**src/hw/rtl/rldm_pkg.sv**
```systemverilog
// Shared types, widths and constants of the radial lens distortion map.
package rldm_pkg;

  // Field and datapath widths.
  localparam int CW     = 40;   // coordinate, 28 fraction bits
  localparam int DW     = 41;   // offset from the centre
  localparam int KW     = 48;   // coefficient, 40 fraction bits
  localparam int AW     = 64;   // Horner accumulator and scaled products
  localparam int PW     = 128;  // full product of two 64 bit magnitudes
  localparam int SSW    = 82;   // sum of squared offsets
  localparam int RTW    = 41;   // radius
  localparam int TOLW   = 20;   // convergence limit
  localparam int CFG_IW = 3;    // register index
  localparam int CFG_DW = 48;   // widest register

  localparam int MAX_ROUNDS_DEF = 50;

  // Register indexes.
  localparam logic [CFG_IW-1:0] REG_CENTER_X = 3'd0;
  localparam logic [CFG_IW-1:0] REG_CENTER_Y = 3'd1;
  localparam logic [CFG_IW-1:0] REG_COEFF_0  = 3'd2;
  localparam logic [CFG_IW-1:0] REG_COEFF_1  = 3'd3;
  localparam logic [CFG_IW-1:0] REG_COEFF_2  = 3'd4;
  localparam logic [CFG_IW-1:0] REG_COEFF_3  = 3'd5;
  localparam logic [CFG_IW-1:0] REG_COEFF_4  = 3'd6;
  localparam logic [CFG_IW-1:0] REG_TOL      = 3'd7;

  // Request kinds.
  localparam logic KIND_UNDISTORT = 1'b0;
  localparam logic KIND_DISTORT   = 1'b1;

  localparam logic [TOLW-1:0] TOL_RESET   = 20'd268;
  localparam logic [RTW-1:0]  NEAR_CENTRE = 41'd268;

  localparam logic signed [AW-1:0] INT64_MAX = 64'sh7FFF_FFFF_FFFF_FFFF;
  localparam logic signed [AW-1:0] INT64_MIN = 64'sh8000_0000_0000_0000;
  localparam logic signed [CW-1:0] C40_MAX   = 40'sh7F_FFFF_FFFF;
  localparam logic signed [CW-1:0] C40_MIN   = 40'sh80_0000_0000;

  typedef struct packed {
    logic                 kind;
    logic signed [CW-1:0] in_x;
    logic signed [CW-1:0] in_y;
  } in_item_t;

  typedef struct packed {
    logic signed [CW-1:0] out_x;
    logic signed [CW-1:0] out_y;
    logic                 converged;
  } out_item_t;

endpackage

```
**src/hw/rtl/rldm_mul.sv**
```systemverilog
// Multi-cycle signed 64 by 64 multiplier built on one 32 by 32 partial product.
module rldm_mul (
  input  logic                           clk,
  input  logic                           rst_n,
  input  logic                           go,
  input  logic signed [rldm_pkg::AW-1:0] a,
  input  logic signed [rldm_pkg::AW-1:0] b,
  output logic                           done,
  output logic        [rldm_pkg::PW-1:0] prod,
  output logic                           neg
);
  import rldm_pkg::*;

  logic          busy_r;
  logic [2:0]    cnt_r;
  logic [AW-1:0] am_r, bm_r;
  logic [AW-1:0] pp_r;
  logic [1:0]    ppk_r;
  logic [PW-1:0] acc_r;
  logic          neg_r;
  logic          done_r;
  logic [31:0]   a_part, b_part;
  logic [PW-1:0] pp_shift;

  // Select the operand halves for the current partial product.
  assign a_part = cnt_r[1] ? am_r[63:32] : am_r[31:0];
  assign b_part = cnt_r[0] ? bm_r[63:32] : bm_r[31:0];

  // Align the registered partial product to its weight.
  always_comb begin
    unique case (ppk_r)
      2'd0:    pp_shift = {64'd0, pp_r};
      2'd1:    pp_shift = {32'd0, pp_r, 32'd0};
      2'd2:    pp_shift = {32'd0, pp_r, 32'd0};
      default: pp_shift = {pp_r, 64'd0};
    endcase
  end

  // Sequencer: four partial products, each registered and accumulated in the next cycle.
  always_ff @(posedge clk) begin
    if (!rst_n) begin
      busy_r <= 1'b0;
      done_r <= 1'b0;
      cnt_r  <= '0;
    end else begin
      done_r <= 1'b0;
      if (go) begin
        busy_r <= 1'b1;
        cnt_r  <= '0;
        am_r   <= a[AW-1] ? AW'(0 - a) : AW'(a);
        bm_r   <= b[AW-1] ? AW'(0 - b) : AW'(b);
        neg_r  <= a[AW-1] ^ b[AW-1];
        acc_r  <= '0;
      end else if (busy_r) begin
        cnt_r <= cnt_r + 3'd1;
        if (cnt_r != 3'd4) begin
          pp_r  <= {32'd0, a_part} * {32'd0, b_part};
          ppk_r <= cnt_r[1:0];
        end
        if (cnt_r != 3'd0) begin
          acc_r <= acc_r + pp_shift;
        end
        if (cnt_r == 3'd4) begin
          busy_r <= 1'b0;
          done_r <= 1'b1;
        end
      end
    end
  end

  assign done = done_r;
  assign prod = acc_r;
  assign neg  = neg_r;

endmodule

```
**config.mk**
```make
export PLATFORM = sky130hd
export DESIGN_NAME = rldm_mul
export DESIGN_NICKNAME = d
export VERILOG_FILES = /design/src/hw/rtl/rldm_pkg.sv /design/src/hw/rtl/rldm_mul.sv
export SDC_FILE = /design/constraint.sdc
export NUM_CORES = 2
export LEC_CHECK = 0
export ABC_AREA = 1
export BUFFER_PORTS_ARGS = -buffer_cell sky130_fd_sc_hd__buf_4
export CORE_MARGIN = 2
export CORE_UTILIZATION = 40
export CTS_BUF_LIST = sky130_fd_sc_hd__clkbuf_8
export CTS_CLUSTER_SIZE = 30
export DETAILED_ROUTE_END_ITERATION = 16
export GPL_TIMING_DRIVEN = 0
export PLACE_DENSITY_LB_ADDON = 0.15
export SLEW_MARGIN = 20
export SYNTH_ARGS = -nofsm -noshare
export SYNTH_HDL_FRONTEND = slang
export SYNTH_SLANG_ARGS = --single-unit
```
**constraint.sdc**
```tcl
create_clock -name clk -period 10.8 [get_ports clk]
set_input_delay 2.7 -clock clk [delete_from_list [all_inputs] [get_ports clk]]
set_output_delay 2.7 -clock clk [all_outputs]
set_load 0.005 [all_outputs]
```
# ---- Yosys cells after proc, flatten, opt, wreduce, memory -nomap -nowiden
# Index checks and enable logic that the tools add are counted.
dict set report op_classes {
  add_sub_neg 4
  n_mul 1
  n_eq_ne 4
  n_bitwise 4
  n_mux 11
  n_reduce_logical 10
}
# cell count
set op_table {}
lappend op_table {{$mux W128} 2}
lappend op_table {{$pmux W128 S2} 1}
lappend op_table {{$add A128 B128 Y128} 1}
lappend op_table {{$sub A1 B64 Y64 const A} 2}
lappend op_table {{$mux W63} 2}
lappend op_table {{$mul A32 B32 Y64} 1}
lappend op_table {{$mux W32} 2}
lappend op_table {{$mux W1} 4}
lappend op_table {{$reduce_and A4 Y1} 1}
lappend op_table {{$reduce_bool A2 Y1} 2}
lappend op_table {{$reduce_or A2 Y1} 2}
lappend op_table {{$add A3 B1 Y3 const B} 1}
lappend op_table {{$eq A3 B3 Y1 const B} 1}
lappend op_table {{$ne A3 B3 Y1 const B} 1}
lappend op_table {{$not A1 Y1} 3}
lappend op_table {{$reduce_and A3 Y1} 1}
lappend op_table {{$reduce_bool A3 Y1} 1}
lappend op_table {{$reduce_or A3 Y1} 1}
lappend op_table {{$eq A2 B1 Y1 const B} 1}
lappend op_table {{$eq A2 B2 Y1 const B} 1}
lappend op_table {{$logic_not A2 Y1} 1}
lappend op_table {{$reduce_and A2 Y1} 1}
lappend op_table {{$xor A1 B1 Y1} 1}
dict set report word_totals {
  in_bits 131
  reg_bits 328
  output_inout_bits 130
}

# ---- Depth between registers and ports, before layout
dict set report logic_depth {
  word_depth 6
  ltp_mapped 35
  depth_no_buf 32
}

# ---- Worst setup path before layout
# Ideal clock, no wire load.
dict set report synth_timing {
  kind {reg2reg}
  start {register cnt_r[0]}
  end {register pp_r[48], data pin}
  arrival_ns 6.812
  t_required_ns 10.541
  path_stages_with_launch 29
  slack_ns 3.730
  cell_sequence {dfxtp_1 -> inv_2 -> clkbuf_1 -> or2_2 -> o21ai_0 -> buf_2 -> buf_2 -> nor2_1 -> fa_1 -> fa_1 -> fa_1 -> inv_1 -> fa_1 -> inv_1 -> fa_1 -> fa_1 -> fa_1 -> inv_1 -> fa_1 -> inv_1 -> ha_1 -> nand2_1 -> inv_1 -> a21oi_1 -> a21boi_0 -> o21ai_0 -> nand2_1 -> nand3_1 -> xor2_1}
}
dict set report synth_via {
  elab_chain_len 2
}
# element line
set synth_rtl {}
lappend synth_rtl {{start: declaration} rldm_mul.sv:15} ;# logic [2:0] cnt_r;
lappend synth_rtl {{start signal: assignment} rldm_mul.sv:55} ;# cnt_r <= cnt_r + 3'd1;
lappend synth_rtl {{$mux W32} rldm_mul.sv:27} ;# assign b_part = cnt_r[0] ? bm_r[63:32] : bm_r[31:0];
lappend synth_rtl {{$mul A32 B32 Y64} rldm_mul.sv:57} ;# pp_r <= {32'd0, a_part} * {32'd0, b_part};
lappend synth_rtl {{end signal: assignment} rldm_mul.sv:57}
lappend synth_rtl {{end: declaration} rldm_mul.sv:17} ;# logic [AW-1:0] pp_r;
# No other way between the ends.
# A chain may end at the register's enable or synchronous reset.

# ---- Worst setup path after layout
dict set report layout_timing {
  start {register cnt_r[1]}
  end {register pp_r[53], data pin}
}
dict set report layout_via {
  elab_chain_len 2
}
# element line
set layout_rtl {}
lappend layout_rtl {{$mux W32} rldm_mul.sv:26} ;# assign a_part = cnt_r[1] ? am_r[63:32] : am_r[31:0];
lappend layout_rtl {{$mul A32 B32 Y64} rldm_mul.sv:57}
# No other way between the ends.

==> metrics <==
dpl hpwl=around 260 mm; Setup Fix Bufs, Post-CTS=0; Fin. Hold Viols=0; slew margin rel.=15.1%; DR DRC count=0; CP most frequent cell=fa_1; syn_area_per_cell=about 7.1 um^2; CTS Sinks=about 330; drt pass-1 iters=8; Worst Path Required=11.32 ns; Synth async-reset ratio=0%; vias=~59k; most frequent cells in the layout=nand2_1, inv_1, nor2_1, fa_1, ha_1; Synth area leader=fa_1; max-cap violations=0; outcome=complete, no violations; Worst Min Path Start=cnt_r[2]; worst r2r src=cnt_r[1]; setup_tns=0 ns; layout cells sized above 1=about 7%; Resize count post-CTS=0; Min-Delay Path Class=flop to flop; Post-CTS Hold Fix Bufs=0; initial DRC count=approximately 5.3k; commonest non-fill, non-tap cell in the layout=nand2_1; # setup viols final=0; wirelength, routed=302 mm; Synthesized Nets=10.3k; final worst slack=roughly 0.65 ns; R2R Setup Slk=about 0.65 ns; Root Driver=clkbuf_8; Crit. End Element=flop; Routed Antenna Nets=0; Period minus WS final=around 10 ns; Place WS=0.961 ns; std cell rows=approximately 150; Post-Layout Cell Count=~11k; Worst Path Max Fanout=10; clk buf depth=3; TritonCTS Buffers=71; RSZ-0062 raised after global routing=false; die area=0.161 mm^2; slowest CP cell=o21ai_2; CTS tree=yes; Final Slew Violations=0; Final nets=10.6k; clock skew=roughly 0.08 ns; CTS HTree Levels=3; Clk Latency, worst-skew pair=0.80 ns; total grt overflow=0; slowest cell delay on critical path=0.79 ns; critical path arrival=around 11 ns; flops & latches, synth=around 330; number of distinct library cells after synthesis=44; maximum clock frequency=0.0985 GHz; GRT Total Usage=a little under two fifths; first-pass GRT wire length=approximately 420 mm; Vias/cell=between 5 and 6; Least-Margin Pin Slew=roughly 1.3 ns; area grow syn2layout=9.97%; ranking of synthesized cells by area=fa_1, edfxtp_1, nand2_1; post-synthesis sequential area ratio=approximately 16%; CTS clk-pin slew, worst paths=around 0.06 ns; DIE WIDTH=401 um; synth warn=0; core area=roughly 0.16 mm^2; die height=401 um; initial antenna violation count=6; Post-Synthesis Cell Area=about 0.063 mm^2; Initial Util=roughly 40%; period utilization=a little over nine tenths; GP Congestion=about 1.0; Synth Flop Type=edfxtp_1; IO buf count=258; Mapped Cells=between 8k and 9k; largest net degree at the start of global routing=around 80; vias in the first global route=a little under 60k; I/O pin count=roughly 260; worst setup path start=cnt_r[1]; CP startpoint kind=flop; placed cell count=11.2k; top-area cell type share of the netlist area=between 20% and 30%; wire per inst=26.7 um; Crit Path Class=flop to flop; EDFF count, synth=323; smallest hold slack=roughly 0.5 ns
## Yosys cell counts, drive strengths merged (48+ instances only)
master	count
buf	75
o21ai	223
or2	66
nor2	1356
edfxtp	323
clkbuf	134
xnor2	48
nor3	57
a21oi	278
nand3	214
fa	897
inv	2142
o22ai	64
nand4	51
nand2	2309
xor2	118
ha	396
## layout make-up
class / instances / area, um^2
Clock inverter: 56 / 517
Antenna cell: 1 / 2.50
Multi-Input combinational cell: 6189 / 44200
Fill cell: 16703 / 87000
Tap cell: 2058 / 2570
Clock buffer: 71 / 977
Inverter: 2156 / 8100
Sequential cell: 328 / 9800
Buffer: 209 / 875
Timing Repair Buffer: 270 / 2150
## kinds of logic after synthesis
kind of cell	synth area share [%]
and+or+nand+nor	25.9
buffers and inverters	14.2
adders and majority gates	36.4
AOI/OAI and AO/OA	5.66
DFF	15.6
xor gates and xnor gates	2.31
## registers in the layout, summed over array words and instances, names as in the netlist
register and cells:
ppk_r 2, busy_r 1, done 1, am_r 64, bm_r 64, neg 1, cnt_r 3, prod 128
pp_r 64
## metrics by stage
stage	util (%)	area [um^2]
6_report	44.3	69200
5_1_grt	44.3	69200
4_1_cts	44.3	69200
3_5_place_dp	43.4	67700
3_3_place_gp	43.2	67500
2_1_floorplan	-	63000
## critical path, delay by kind of cell (launching register included)
family,cells,cell delay [ns]
adder cells (fa/ha/maj),9,4.58
flip-flops,1,0.51
AND/OR/NAND/NOR,8,1.33
buffers and inverters,6,1.71
AO/OA/AOI/OAI,4,1.72
## final timing paths
kind | endpoint | depth (start not counted)
hold reg to reg | done | 2
setup / recovery | pp_r[53] | 27
hold / removal | done | 2
setup reg to reg | pp_r[53] | 27
## routing by layer
metal,vias to the layer above,GRT usage (%),part of all wire (%)
met5,-,0,0.013
met4,4,23.4,7.6
met3,646,6.82,7.9
met2,2654,61.6,46
met1,28790,44.9,38
li1,27100,-,-
Power is not shown: default switching activity piles up to over one toggle a cycle in this logic, so the estimate is an artifact.
