### src/hw/rtl/rldm_pkg.sv
// Shared types, widths and constants of the radial lens distortion map.
package rldm_pkg;

  // Field and datapath widths.
  localparam int CW     = 40;   // coordinate, 28 fraction bits
  localparam int DW     = 41;   // offset from the centre
  localparam int KW     = 48;   // coefficient, 40 fraction bits
  localparam int AW     = 64;   // Horner accumulator and scaled products
  localparam int PW     = 128;  // full product of two 64 bit magnitudes
  localparam int SSW    = 82;   // sum of squared offsets
  localparam int RTW    = 41;   // radius
  localparam int TOLW   = 20;   // convergence limit
  localparam int CFG_IW = 3;    // register index
  localparam int CFG_DW = 48;   // widest register

  localparam int MAX_ROUNDS_DEF = 50;

  // Register indexes.
  localparam logic [CFG_IW-1:0] REG_CENTER_X = 3'd0;
  localparam logic [CFG_IW-1:0] REG_CENTER_Y = 3'd1;
  localparam logic [CFG_IW-1:0] REG_COEFF_0  = 3'd2;
  localparam logic [CFG_IW-1:0] REG_COEFF_1  = 3'd3;
  localparam logic [CFG_IW-1:0] REG_COEFF_2  = 3'd4;
  localparam logic [CFG_IW-1:0] REG_COEFF_3  = 3'd5;
  localparam logic [CFG_IW-1:0] REG_COEFF_4  = 3'd6;
  localparam logic [CFG_IW-1:0] REG_TOL      = 3'd7;

  // Request kinds.
  localparam logic KIND_UNDISTORT = 1'b0;
  localparam logic KIND_DISTORT   = 1'b1;

  localparam logic [TOLW-1:0] TOL_RESET   = 20'd268;
  localparam logic [RTW-1:0]  NEAR_CENTRE = 41'd268;

  localparam logic signed [AW-1:0] INT64_MAX = 64'sh7FFF_FFFF_FFFF_FFFF;
  localparam logic signed [AW-1:0] INT64_MIN = 64'sh8000_0000_0000_0000;
  localparam logic signed [CW-1:0] C40_MAX   = 40'sh7F_FFFF_FFFF;
  localparam logic signed [CW-1:0] C40_MIN   = 40'sh80_0000_0000;

  typedef struct packed {
    logic                 kind;
    logic signed [CW-1:0] in_x;
    logic signed [CW-1:0] in_y;
  } in_item_t;

  typedef struct packed {
    logic signed [CW-1:0] out_x;
    logic signed [CW-1:0] out_y;
    logic                 converged;
  } out_item_t;

endpackage

### src/hw/rtl/rldm_sqrt.sv
// Bit-serial integer square root, one result bit per cycle.
module rldm_sqrt (
  input  logic                           clk,
  input  logic                           rst_n,
  input  logic                           go,
  input  logic [rldm_pkg::SSW-1:0]       rad,
  output logic                           done,
  output logic [rldm_pkg::RTW-1:0]       root
);
  import rldm_pkg::*;

  logic           busy_r;
  logic           done_r;
  logic [5:0]     cnt_r;
  logic [SSW-1:0] rad_r;
  logic [45:0]    rem_r;
  logic [RTW-1:0] root_r;
  logic [45:0]    rem_sh;
  logic [45:0]    trial;
  logic           take;

  // One restoring step: bring down two bits and try the next root bit.
  assign rem_sh = {rem_r[43:0], rad_r[SSW-1:SSW-2]};
  assign trial  = {3'b000, root_r, 2'b01};
  assign take   = (rem_sh >= trial);

  always_ff @(posedge clk) begin
    if (!rst_n) begin
      busy_r <= 1'b0;
      done_r <= 1'b0;
      cnt_r  <= '0;
    end else begin
      done_r <= 1'b0;
      if (go) begin
        busy_r <= 1'b1;
        cnt_r  <= 6'(RTW);
        rad_r  <= rad;
        rem_r  <= '0;
        root_r <= '0;
      end else if (busy_r) begin
        rad_r  <= {rad_r[SSW-3:0], 2'b00};
        rem_r  <= take ? (rem_sh - trial) : rem_sh;
        root_r <= {root_r[RTW-2:0], take};
        cnt_r  <= cnt_r - 6'd1;
        if (cnt_r == 6'd1) begin
          busy_r <= 1'b0;
          done_r <= 1'b1;
        end
      end
    end
  end

  assign done = done_r;
  assign root = root_r;

endmodule

### config.mk
export PLATFORM = sky130hd
export DESIGN_NAME = rldm_sqrt
export DESIGN_NICKNAME = d
export VERILOG_FILES = /design/src/hw/rtl/rldm_pkg.sv /design/src/hw/rtl/rldm_sqrt.sv
export SDC_FILE = /design/constraint.sdc
export NUM_CORES = 1
export LEC_CHECK = 0
export ABC_AREA = 1
export BUFFER_PORTS_ARGS = -buffer_cell sky130_fd_sc_hd__buf_2
export CELL_PAD_IN_SITES_DETAIL_PLACEMENT = 0
export CELL_PAD_IN_SITES_GLOBAL_PLACEMENT = 2
export CORE_ASPECT_RATIO = 1.25
export CORE_MARGIN = 8
export CORE_UTILIZATION = 31
export CTS_CLUSTER_SIZE = 20
export DETAILED_ROUTE_END_ITERATION = 10
export PLACE_DENSITY = 0.77
export SYNTH_ARGS = -nofsm -noshare
export SYNTH_HDL_FRONTEND = slang
export SYNTH_SLANG_ARGS = --single-unit
### constraint.sdc
create_clock -name clk -period 9.3 [get_ports clk]
set_clock_uncertainty 0.1 [all_clocks]
set_input_delay 0.465 -clock clk [delete_from_list [all_inputs] [get_ports clk]]
set_output_delay 0.465 -clock clk [all_outputs]
set_load 0.005 [all_outputs]
# Word-level counts from Yosys, hierarchy flattened
# Index checks and enable logic that the tools add are counted.
# W data, S select, Z words.
# totals
word_cells	28
input_bits	85
reg_bits	175
output_inout_bits	42
# classes
n_eq_ne	1
n_reduce_logical	4
n_mux	11
n_lt_le_gt_ge	1
n_addsub	2
n_bitwise	2
# ops
cell	count
$mux W82	2
$mux W44	2
$ge A46 B43 Y1	1
$sub A44 B43 Y44	1
$mux W41	1
$mux W6	2
$eq A6 B1 Y1 const B	1
$sub A6 B1 Y6 const B	1
$mux W1	4
$reduce_or A3 Y1	1
$not A1 Y1	2
$reduce_and A2 Y1	1
$reduce_bool A2 Y1	1
$reduce_or A2 Y1	1

# Depth between registers and ports, before layout
# Gate-level depths: netlist (run 1).
# logic_depth
word_depth	4
depth_mapped	17
mapped_depth_nobuf	17

# Least setup slack after synthesis (run 1)
# No wires, ideal clock.
# synth_timing
kind	input to register
startpoint	input port go
endpoint	register rad_r[0] (enable)
slack_ns	-0.375
path_stages	3
setup_time_ns	0.750
n_path_buf	1
required_time_ns	8.450
arrival_ns	8.825
cell_sequence	clkbuf_1 -> inv_1 -> a21oi_1
# synth_via
elab_chain_len	2
# synth_lines
element	line	rtl
start, declared	rldm_sqrt.sv:5	input logic go,
$reduce_bool A2 Y1 (no line)	-	
$reduce_and A2 Y1 (no line)	-	
end signal, assigned	rldm_sqrt.sv:37	rad_r <= rad;
end signal, assigned	rldm_sqrt.sv:41	rad_r <= {rad_r[SSW-3:0], 2'b00};
end, declared	rldm_sqrt.sv:15	logic [SSW-1:0] rad_r;
# Every way passes these cells.
# A chain may end at the register's enable or synchronous reset.

# Worst setup path in the final report (run 1)
# layout_timing
startpoint	register root_r[1], in the netlist root[1]
endpoint	register rem_r[37] (data pin)
# layout_via
elab_chain_len	3
elab_cells_between_ends	4
cone_classes	1 x add/sub; 1 x order compare; 2 x mux
# layout_lines
element	line	rtl
start, declared	rldm_sqrt.sv:17	logic [RTW-1:0] root_r;
start signal, assigned	rldm_sqrt.sv:43	root_r <= {root_r[RTW-2:0], take};
$sub A44 B43 Y44 / $ge A46 B43 Y1 (equally long branches)	rldm_sqrt.sv:42, rldm_sqrt.sv:25	
$mux W44 (*)	rldm_sqrt.sv:42	rem_r <= take ? (rem_sh - trial) : rem_sh;
$mux W44 (*)	rldm_sqrt.sv:40	end else if (busy_r) begin
end signal, assigned	rldm_sqrt.sv:42	
end, declared	rldm_sqrt.sv:16	logic [45:0] rem_r;
# Every way passes the cells marked *; elsewhere a longest branch is shown, timed or not. The select of a mux whose other input is x is not followed.

==> flow_summary.ini, run 1 <==
[status]
status = completed

[sta]
relSlewSlack = 0.3318
timing.final.max_slew_violations = 0
rsz_0062_raised_after_global_routing = no
report.final.setup_viol = 0
worst_slew_pin_slew_ps = 1002
clock.fmax_ghz = 0.2942
fin_hold_ws_ps = 162.7
finalCritPeriodShare = 0.3655
finalHoldViolCount = 0
fin_crit_ps = 3400
final_worst_slack_ps = 5900
final.setup.tns_ps = 0

[pwr]
power-per-cell-area_nw_per_um2 = 178.5
design_power_total_mw = 2.288
p_int_mw = 1.503
power_frac_clock = 0.327
power_switching_share = 0.3430
vdd_ir_drop_max_mv = 0.1099
power.sequential.fraction = 0.424
power_frac_comb = 0.249
net-switching-power_mw = 0.7846
power.leakage_nw = 6.532

[global_route]
grt_pass1_vias = 9748
grt_pass1_wl_mm = 51.82
pin_count_of_the_biggest_net_entering_global_routing = 168
grt_antenna_before_repair = 3
grt-ovfl-total = 0
globalRouteTotalUtil = 0.1585

[place]
pre_cts_setup_slack_ps = 5786
half_perimeter_wire_length_of_the_detailed_placement_result_mm = 24.30
final_weighted_congestion_in_routability_driven_placement = 0.8728
port_buffer_count = 126

[clock_tree]
post-cts-setup-buffers = 0
clk_transition_reported_paths_ps = 80
cts_root_buf = sky130_fd_sc_hd__clkbuf_16
cts.htree.levels = 4
cts_made_buffers = 17
cts_sink_cnt = 175
hold_fix_buffers_at_cts = 0
clock_insertion_delay_worst_skew_ps = 450
tritoncts = yes
post_cts_resized = 0
clk_path_buf_depth = 2

[worst_setup_path]
rr_startpoint = root[1]
crit_fanout = 38
critPathRequiredTime_ps = 9410
worst_ep_arrival_time_ps = 3510
end_kind = flop
reg2regPathDepth = 15
path_class = flop to flop
timing.critical_path.from_type = flop
setup.reg_to_reg.worst_slack_ps = 5900
worstReg2RegEnd = rem_r[37]

[finish]
finish.net_count = 1778
final_common_cell = sky130_fd_sc_hd__nand2_1
drive_above_1_share = 0.1048
flow.area_growth_from_synthesis_pct = 15.46
diodes = 0
layout.cells.most_common_list = sky130_fd_sc_hd__nand2_1 (676), sky130_fd_sc_hd__inv_1 (235), sky130_fd_sc_hd__nor2_1 (203), sky130_fd_sc_hd__edfxtp_1 (167), sky130_fd_sc_hd__buf_2 (125)

[synth]
synth.area.top_cells = sky130_fd_sc_hd__edfxtp_1 (45%), sky130_fd_sc_hd__nand2_1 (23%), sky130_fd_sc_hd__inv_1 (8.0%)
synthesis.instances = 1536
synth-seq-area-share = 0.4662
syn_area_um2 = 11100
syn_avg_cell_area_um2 = 7.227
ys_ff_latch = 175
ys_types = 28
synth_warnings = 0
yosys.area.top_type = sky130_fd_sc_hd__edfxtp_1
yosys.area.top_type_share = 0.4518
synth.net_count = 1666

[routing]
detail_route.drc_violations = 0
post_drt_via_cell_ratio = 4.408
number_of_design_rule_violations_left_by_the_first_detailed_router_iteration = 580
dr_total_vias = 9411
count_of_tritonroute_iterations_in_the_first_routing_pass = 5
post_drt_wl_per_cell_um = 15.02
postRouteAntennaNets = 0
overall_routed_net_length_mm = 32.07

[worst_hold_path]
worstHoldStart = rst_n
worstHoldPathType = input pin to flop
hold_end = cnt_r[5]
worst_hold_path.num_cells = 3

[die]
placeableCoreArea_um2 = 35360
die_area_um2 = 42160
start_util = 0.3140
die_x_um = 185.3
design.portCount = 127
die_height_um = 227.6
std_cell_rows = 77

[job]
maxCapViolCount = 0
[cell type report]
type / count / area, um^2
Fill cell: 3906 / 22540
Inverter: 238 / 894.6
Tap cell: 474 / 593.1
Clock buffer: 17 / 425.4
Sequential cell: 175 / 5175
Clock inverter: 15 / 187.7
Multi-Input combinational cell: 1086 / 4866
Timing Repair Buffer: 130 / 675.6
[cell families after synthesis]
group	count (synthesis)	share of synthesized area
buffers and inverters	275	0.09727
DFF	175	0.4662
and+or+nand+nor	958	0.3376
adders and majority gates	45	0.05072
xor gates and xnor gates	24	0.01894
AOI/OAI and AO/OA	59	0.02931
[through the flow]
step           utilization  area [um^2]  cells
2_1_floorplan            -        11100   1536
5_1_grt             0.3625        12820   2135
4_1_cts             0.3625        12820   2135
3_3_place_gp        0.3452        12200   2103
6_report            0.3625        12820   2135
3_5_place_dp        0.3452        12200   2103
[routing by layer]
| metal | global-route usage | share of wire | vias up |
|---|---|---|---|
| li1 | - | - | 4952 |
| met1 | 0.1901 | 0.44 | 4246 |
| met2 | 0.2717 | 0.48 | 164 |
| met3 | 0.04087 | 0.051 | 43 |
| met4 | 0.05429 | 0.023 | 6 |
| met5 | 0 | 0.0011 | - |
[power groups by stage]
| stage | Combinational [mW] | Clock [mW] | Sequential [mW] |
|---|---|---|---|
| detailed placement | 0.582 | 0 | 0.988 |
| CTS | 0.584 | 0.775 | 0.971 |
| global route | 0.661 | 0.804 | 0.978 |
| finish | 0.570 | 0.747 | 0.970 |
| floorplan | 0.410 | 0 | 0.989 |
| global placement | 0.584 | 0 | 0.986 |
[state kept, by name (all words and copies together), names as in the netlist]
name,flops
root,41
rad_r,82
done,1
rem_r,44
cnt_r,6
busy_r,1
[critical path: stages, from the launching register on]
cell and delay [ps]:
sky130_fd_sc_hd__edfxtp_1 390, sky130_fd_sc_hd__inv_1 120, sky130_fd_sc_hd__ha_1 300, sky130_fd_sc_hd__nand2_1 100
sky130_fd_sc_hd__nand2_1 80, sky130_fd_sc_hd__nand2_1 80, sky130_fd_sc_hd__nand3_1 190, sky130_fd_sc_hd__nand2_1 110
sky130_fd_sc_hd__nand2_1 160, sky130_fd_sc_hd__nand2_1 160, sky130_fd_sc_hd__nand4_4 470, sky130_fd_sc_hd__buf_4 480
sky130_fd_sc_hd__nand2_1 220, sky130_fd_sc_hd__nand2_1 80, sky130_fd_sc_hd__nand2_1 70, sky130_fd_sc_hd__inv_1 40
[Yosys cell counts (all sizes together)]
master  count
dfxtp       8
a31oi       2
or2         1
nor3       14
nor4        1
buf        12
inv       238
a21boi      1
nand2     677
clkbuf     25
o21bai     10
o21ai      10
edfxtp    167
nand3b      9
xnor2      23
xor2        1
ha         45
nand4       8
a21oi      36
nor2      207
nand3      41
[worst max-delay path by stage]
| stage | from | to | slack [ps] | cells past startpoint |
|---|---|---|---|---|
| final | root[1] | rem_r[37] | 5900 | 15 |
| after global routing | root[0] | rem_r[37] | 5570 | 15 |
| after CTS | root[0] | rem_r[37] | 5780 | 15 |
| after detailed placement | root[0] | rem_r[37] | 5790 | 15 |
| after global placement | root[1] | rem_r[37] | 5820 | 15 |
| after floorplan | busy_r | rad_r[0] | 3280 | 3 |
No activity file was read; power rests on OpenSTA's default activity.
==> run 2: changes to the inputs <==
--- a/config.mk
+++ b/config.mk
@@ -5,16 +5,16 @@
 export SDC_FILE = /design/constraint.sdc
 export NUM_CORES = 1
 export LEC_CHECK = 0
-export ABC_AREA = 1
+export ABC_AREA = 0
 export BUFFER_PORTS_ARGS = -buffer_cell sky130_fd_sc_hd__buf_2
 export CELL_PAD_IN_SITES_DETAIL_PLACEMENT = 0
 export CELL_PAD_IN_SITES_GLOBAL_PLACEMENT = 2
 export CORE_ASPECT_RATIO = 1.25
 export CORE_MARGIN = 8
-export CORE_UTILIZATION = 31
+export CORE_UTILIZATION = 35
 export CTS_CLUSTER_SIZE = 20
 export DETAILED_ROUTE_END_ITERATION = 10
-export PLACE_DENSITY = 0.77
+export PLACE_DENSITY = 0.75
 export SYNTH_ARGS = -nofsm -noshare
 export SYNTH_HDL_FRONTEND = slang
 export SYNTH_SLANG_ARGS = --single-unit
==> constraint.sdc (replaced) <==
create_clock -name clk -period 2.9 [get_ports clk]
set_clock_uncertainty 0.1 [all_clocks]
set_input_delay 0.145 -clock clk [delete_from_list [all_inputs] [get_ports clk]]
set_output_delay 0.145 -clock clk [all_outputs]
set_load 0.005 [all_outputs]
==> run 2 against run 1 <==
Effect of this change:
- the flow now finishes with violations (setup timing)
- clock power grew to 3.1 times the previous value
- hold slack better by 240 ps
- core utilization is 14 points higher
- first-iteration DRC count is 58% lower
- final cell count is 27% lower
- sequential share of layout area is 2.7 points lower
- global-route usage is 0.79 points lower
- count of clock-buffer cells in the layout stayed put
- critical path depth is 4 lower
- via count is 21% lower
- wire length is 23% lower
- setup slack worse by 6300 ps
- largest power group unchanged
==> flow_summary.ini, run 2 <==
[pwr]
power-per-cell-area_nw_per_um2 = 562.6
power.leakage_nw = 5.740
vdd_ir_drop_max_mv = 0.3834

[routing]
dr_total_vias = 7445
postRouteAntennaNets = 0
count_of_tritonroute_iterations_in_the_first_routing_pass = 4
number_of_design_rule_violations_left_by_the_first_detailed_router_iteration = 243
post_drt_via_cell_ratio = 4.751
overall_routed_net_length_mm = 24.66
post_drt_wl_per_cell_um = 15.74
detail_route.drc_violations = 0

[synth]
yosys.area.top_type = sky130_fd_sc_hd__edfxtp_1
syn_area_um2 = 9712
yosys.area.top_type_share = 0.5164
ys_types = 57
synth.area.top_cells = sky130_fd_sc_hd__edfxtp_1 (52%), sky130_fd_sc_hd__mux2_2 (9.3%), sky130_fd_sc_hd__ha_1 (5.8%)
ys_ff_latch = 175
netlist_top_cells_count = sky130_fd_sc_hd__edfxtp_1 (167), sky130_fd_sc_hd__nor2_1 (106), sky130_fd_sc_hd__mux2_2 (80), sky130_fd_sc_hd__inv_1 (55), sky130_fd_sc_hd__a21oi_1 (49)
ys.flop_type = sky130_fd_sc_hd__edfxtp_1
number_of_enable_flip_flop_cells_after_synthesis = 167
synth-seq-area-share = 0.5329
syn_avg_cell_area_um2 = 11.80
synth_warnings = 0
synth.net_count = 953
postSynth.asyncResetShare = 0
synthesis.instances = 823
post-synth-top-count-cell = sky130_fd_sc_hd__edfxtp_1

[place]
port_buffer_count = 126
place_inst = 1447
placed_cell_area_um2 = 12090
final_weighted_congestion_in_routability_driven_placement = 0.7819
half_perimeter_wire_length_of_the_detailed_placement_result_mm = 17.28
pre_cts_setup_slack_ps = -644.1

[finish]
layout.cells.most_common_list = sky130_fd_sc_hd__buf_4 (175), sky130_fd_sc_hd__edfxtp_1 (167), sky130_fd_sc_hd__buf_2 (125), sky130_fd_sc_hd__nor2_1 (106), sky130_fd_sc_hd__dlygate4sd3_1 (84)
drive_above_1_share = 0.3804
layout.cell_area.non_filler_um2 = 13730
largest_reg_flops = 82
filler_cell_count = 2500
final_common_cell = sky130_fd_sc_hd__buf_4
stdcell_count = 1567
finish.net_count = 1334
flow.area_growth_from_synthesis_pct = 41.38
max_flop_register = rad_r
diodes = 0

[sta]
final_worst_slack_ps = -419.0
relSlewSlack = 0.6235
timing.final.max_slew_violations = 0
rsz_0062_raised_after_global_routing = yes
fin_crit_ps = 3319
clock.fmax_ghz = 0.3013
worst_slew_pin_slew_ps = 564.7
finalCritPeriodShare = 1.144
final.setup.tns_ps = -16340
finalHoldViolCount = 0
report.final.setup_viol = 45

[clock_tree]
tritoncts = yes
cts_made_buffers = 17
clk_transition_reported_paths_ps = 80
cts_sink_cnt = 175
cts.htree.levels = 4
cts_root_buf = sky130_fd_sc_hd__clkbuf_16
clk_path_buf_depth = 2
clock_insertion_delay_worst_skew_ps = 450

[worst_setup_path]
worst_ep_arrival_time_ps = 3420
timing.critical_path.from_type = flop
rr_startpoint = rem_r[18]
crit_fanout = 5
path_class = flop to flop
critPathRequiredTime_ps = 3000
worstReg2RegEnd = rem_r[43]
slowest_stage = sky130_fd_sc_hd__edfxtp_1
reg2regPathDepth = 11
setup.reg_to_reg.worst_slack_ps = -420
slowest_delay_ps = 400
end_kind = flop
cell_breakdown_of_the_critical_path = ha_1, buf_4, nand2_1, nor4_1, buf_4, nand4_1, nor4_1, a21oi_1, a21o_4, a2111o_1, mux2_4

[global_route]
grt-ovfl-total = 0
grt_pass1_vias = 8118
grt_antenna_before_repair = 0
grt_pass1_wl_mm = 40.52
gr-max-usage-layer = met2
globalRouteMet2Util = 0.2604
use_met3 = 0.04050
pin_count_of_the_biggest_net_entering_global_routing = 105
grt.met1_usage = 0.1792
globalRouteTotalUtil = 0.1506

[worst_hold_path]
hold_end = cnt_r[1]
worstHoldPathType = flop to flop
worstHoldStart = cnt_r[1]
worst_hold_path.num_cells = 2

[die]
die_x_um = 165.0
std_cell_rows = 68
start_util = 0.3534
die_area_um2 = 33370
design.portCount = 127
die_height_um = 202.2
placeableCoreArea_um2 = 27480

[job]
maxCapViolCount = 0

[status]
violations = setup timing
status = complete, but fails checks
## run 2: what timing repair did
action | CTS | global route
buffers inserted | 3 | 0
gates cloned | 0 | 1
hold buffers | 84 | 0
pin swaps | 11 | 1
resized for setup | 23 | 4
endpoints found under the hold margin | 92 | 0
setup endpoints to repair | 45 | 45
## run 2: cell families (layout without fill, tap and decap cells)
group / after synthesis / after routing / share of synthesized area
simple gates: 205 / 205 / 0.09405
flops: 175 / 175 / 0.5329
compound gates: 153 / 153 / 0.1062
mux: 116 / 116 / 0.1304
buf+inv: 86 / 480 / 0.03981
fa+ha+maj: 45 / 45 / 0.05797
xor+xnor: 43 / 43 / 0.03878
## run 2: critical path, delay by kind of cell (launching register included)
kind                     cells  cell delay, ps
AND/OR/NAND/NOR              4             840
AO/OA/AOI/OAI                3             770
adder cells (fa/ha/maj)      1             350
multiplexers                 1             300
buffers and inverters        2             310
flip-flops                   1             400
## run 2: layout make-up
class | count | area [um^2] | area share
clock buffer | 17 | 425.4 | 0.03098
sequential | 175 | 5175 | 0.3769
multi-input combinational | 562 | 4360 | 0.3176
inverter | 55 | 206.4 | 0.01504
clock inverter | 15 | 168.9 | 0.01230
timing repair buffer | 393 | 2957 | 0.2153
tap | 350 | 437.9 | 0.03189
## run 2: report_power, final
part           leakage [nW]  internal [mW]  switching, mW
logic                  3.77           1.21           1.06
registers              1.68           3.04         0.0975
clock network         0.292           1.16           1.16
total                  5.74           5.41           2.32
## run 2: worst max-delay path by stage
stage	start	endpoint	slack [ps]	cells after the start
after floorplan	root[24]	rem_r[43]	-400	13
after global placement	root[4]	rem_r[43]	-610	12
after detailed placement	root[4]	rem_r[43]	-640	12
after CTS	root[7]	rem_r[25]	-440	13
after global routing	root[7]	rem_r[4]	-580	13
final	rem_r[18]	rem_r[43]	-420	11
## run 2: routing by layer
layer,routed length [um],vias up
li1,-,3767
met1,10800,3540
met2,12520,120
met3,1055,18
met4,285,0
met5,0,-
## run 2: metrics by stage
step	total power, mW	hold WS (ps)	utilization
final	7.724	398.4	0.4996
after global routing	8.129	419.1	0.4996
after CTS	7.795	396.4	0.4980
after detailed placement	5.302	336.6	0.4400
after global placement	5.288	330.5	0.4400
after floorplan	4.456	198.8	-
==> run 3: changes to the inputs <==
--- a/config.mk
+++ b/config.mk
@@ -15,6 +15,7 @@
 export CTS_CLUSTER_SIZE = 20
 export DETAILED_ROUTE_END_ITERATION = 10
 export PLACE_DENSITY = 0.75
+export RECOVER_POWER = 25
 export SYNTH_ARGS = -nofsm -noshare
 export SYNTH_HDL_FRONTEND = slang
 export SYNTH_SLANG_ARGS = --single-unit
==> run 3 against run 2 <==
Effect of this change:
- the run still ends with setup timing left
- clock power about the same
- sequential share of layout area up 0.090 points
- design area decreased by 0.24%
- critical endpoint is now rem_r[10]
- largest cell class unchanged
==> flow_summary.ini, run 3 (synthesized netlist as in run 2, its figures left out) <==
[worst_setup_path]
end_kind = flop
setup.reg_to_reg.worst_slack_ps = -420
cell_breakdown_of_the_critical_path = inv_2, ha_4, a211oi_2, o211ai_1, a221oi_2, a211oi_1, o31a_2, a31o_4, a41oi_4, a21o_4, buf_12, mux2i_2, nor2_1
path_class = flop to flop
critPathRequiredTime_ps = 2980
worst_ep_arrival_time_ps = 3390
crit_fanout = 13
slowest_delay_ps = 400
slowest_stage = sky130_fd_sc_hd__edfxtp_1
timing.critical_path.from_type = flop

[routing]
post_drt_wl_per_cell_um = 15.74
count_of_tritonroute_iterations_in_the_first_routing_pass = 4
overall_routed_net_length_mm = 24.67
routed-wl-met3_mm = 1.077
post_drt_via_cell_ratio = 4.761
dr_total_vias = 7460
top_signal_layer_used = met4
met1Wirelength_mm = 10.81
met2_wirelength_from_detailed_routing_mm = 12.50
number_of_design_rule_violations_left_by_the_first_detailed_router_iteration = 270
detail_route.drc_violations = 0
postRouteAntennaNets = 0

[finish]
stdcell_count = 1567
finish.net_count = 1334
ff_latch_area_um2 = 5175
largest_reg_flops = 82
drive_above_1_share = 0.3698
flow.area_growth_from_synthesis_pct = 41.05
diodes = 0
filler_cell_count = 2506
final_common_cell = sky130_fd_sc_hd__edfxtp_1
layout.cells.most_common_list = sky130_fd_sc_hd__edfxtp_1 (167), sky130_fd_sc_hd__buf_4 (156), sky130_fd_sc_hd__buf_2 (114), sky130_fd_sc_hd__nor2_1 (106), sky130_fd_sc_hd__dlygate4sd3_1 (84)
max_flop_register = rad_r
multi_input_area_um2 = 4360
layout.cell_area.non_filler_um2 = 13700

[global_route]
globalRouteTotalUtil = 0.1506
grt_antenna_before_repair = 0
grt_pass1_vias = 8118
grt_pass1_wl_mm = 40.52
pin_count_of_the_biggest_net_entering_global_routing = 105
grt-ovfl-total = 0

[pwr]
power-per-cell-area_nw_per_um2 = 563.6
power.leakage_nw = 5.694
vdd_ir_drop_max_mv = 0.3833

[sta]
fin_hold_ws_ps = 398.3
fin_crit_ps = 3316
finalCritPeriodShare = 1.143
finalHoldViolCount = 0
timing.final.max_slew_violations = 0
final_worst_slack_ps = -415.8
report.final.setup_viol = 45
rsz_0062_raised_after_global_routing = yes
worst_slew_pin_slew_ps = 1428
relSlewSlack = 0.04795
clock.fmax_ghz = 0.3016

[job]
maxCapViolCount = 0

[place]
final_weighted_congestion_in_routability_driven_placement = 0.7819
half_perimeter_wire_length_of_the_detailed_placement_result_mm = 17.28
port_buffer_count = 126
placed_cell_area_um2 = 12090
place_inst = 1447

[status]
status = complete, but fails checks
violations = setup timing

[die]
die_height_um = 202.2
start_util = 0.3534
die_area_um2 = 33370
design.portCount = 127
std_cell_rows = 68
die_x_um = 165.0
placeableCoreArea_um2 = 27480

[clock_tree]
cts.htree.levels = 4
tritoncts = yes
cts_root_buf = sky130_fd_sc_hd__clkbuf_16
clk_transition_reported_paths_ps = 80
clk_path_buf_depth = 2
cts_sink_cnt = 175
clock_insertion_delay_worst_skew_ps = 450
cts_made_buffers = 17

[worst_hold_path]
worstHoldPathType = flop to flop
[run 3: changes by cell type in the layout (fill, tap and decap cells not counted), sizes merged]
cell / before / now
clkbuf: 18 / 49
buf: 308 / 277
[run 3: routing by layer]
layer / up-vias / track usage
li1: 3767 / -
met3: 18 / 0.04050
met5: - / 0
met2: 124 / 0.2604
met4: 0 / 0.04094
met1: 3551 / 0.1792
[run 3: report_power, final]
group          switching, mW  internal [mW]  total (mW)
registers             0.0977           3.04        3.14
logic                   1.06           1.20        2.26
clock network           1.16           1.16        2.32
[run 3: cell type report]
class,count,area share
clock buffer,17,0.03106
clock inverter,15,0.01233
inverter,55,0.01507
multi-input combinational,562,0.3183
sequential,175,0.3778
tap,350,0.03197
timing repair buffer,393,0.2135
[run 3: final timing paths]
kind                               start         to  depth (start not counted)
worst max-delay path             root[7]  rem_r[10]                         13
worst min register to register  cnt_r[1]   cnt_r[1]                          2
worst min-delay path            cnt_r[1]   cnt_r[1]                          2
worst max register to register   root[7]  rem_r[10]                         13
[run 3: metrics by stage]
step / setup TNS [ps] / utilization / total power, mW / setup slack [ps]
detailed placement: -20690 / 0.4400 / 5.302 / -644.1
CTS: -17760 / 0.4980 / 7.795 / -440.8
floorplan: -8681 / - / 4.456 / -403.7
finish: -16340 / 0.4985 / 7.720 / -415.8
global route: -23610 / 0.4985 / 8.123 / -584.5
global placement: -16060 / 0.4400 / 5.288 / -613.4
[run 3: worst max-delay path, delay by kind of cell (launching register included)]
family | cells | cell delay, ps
compound gates | 8 | 1780
fa+ha+maj | 1 | 200
buf+inv | 2 | 280
flops | 1 | 400
mux | 1 | 210
simple gates | 1 | 50
[run 3: what timing repair did]
action,in CTS,in global routing
pin swaps,11,1
hold endpoints to repair,92,0
resized for setup,23,4
endpoints found under the setup margin,45,45
setup buffers,3,0
gates cloned,0,1
hold buffers,84,0
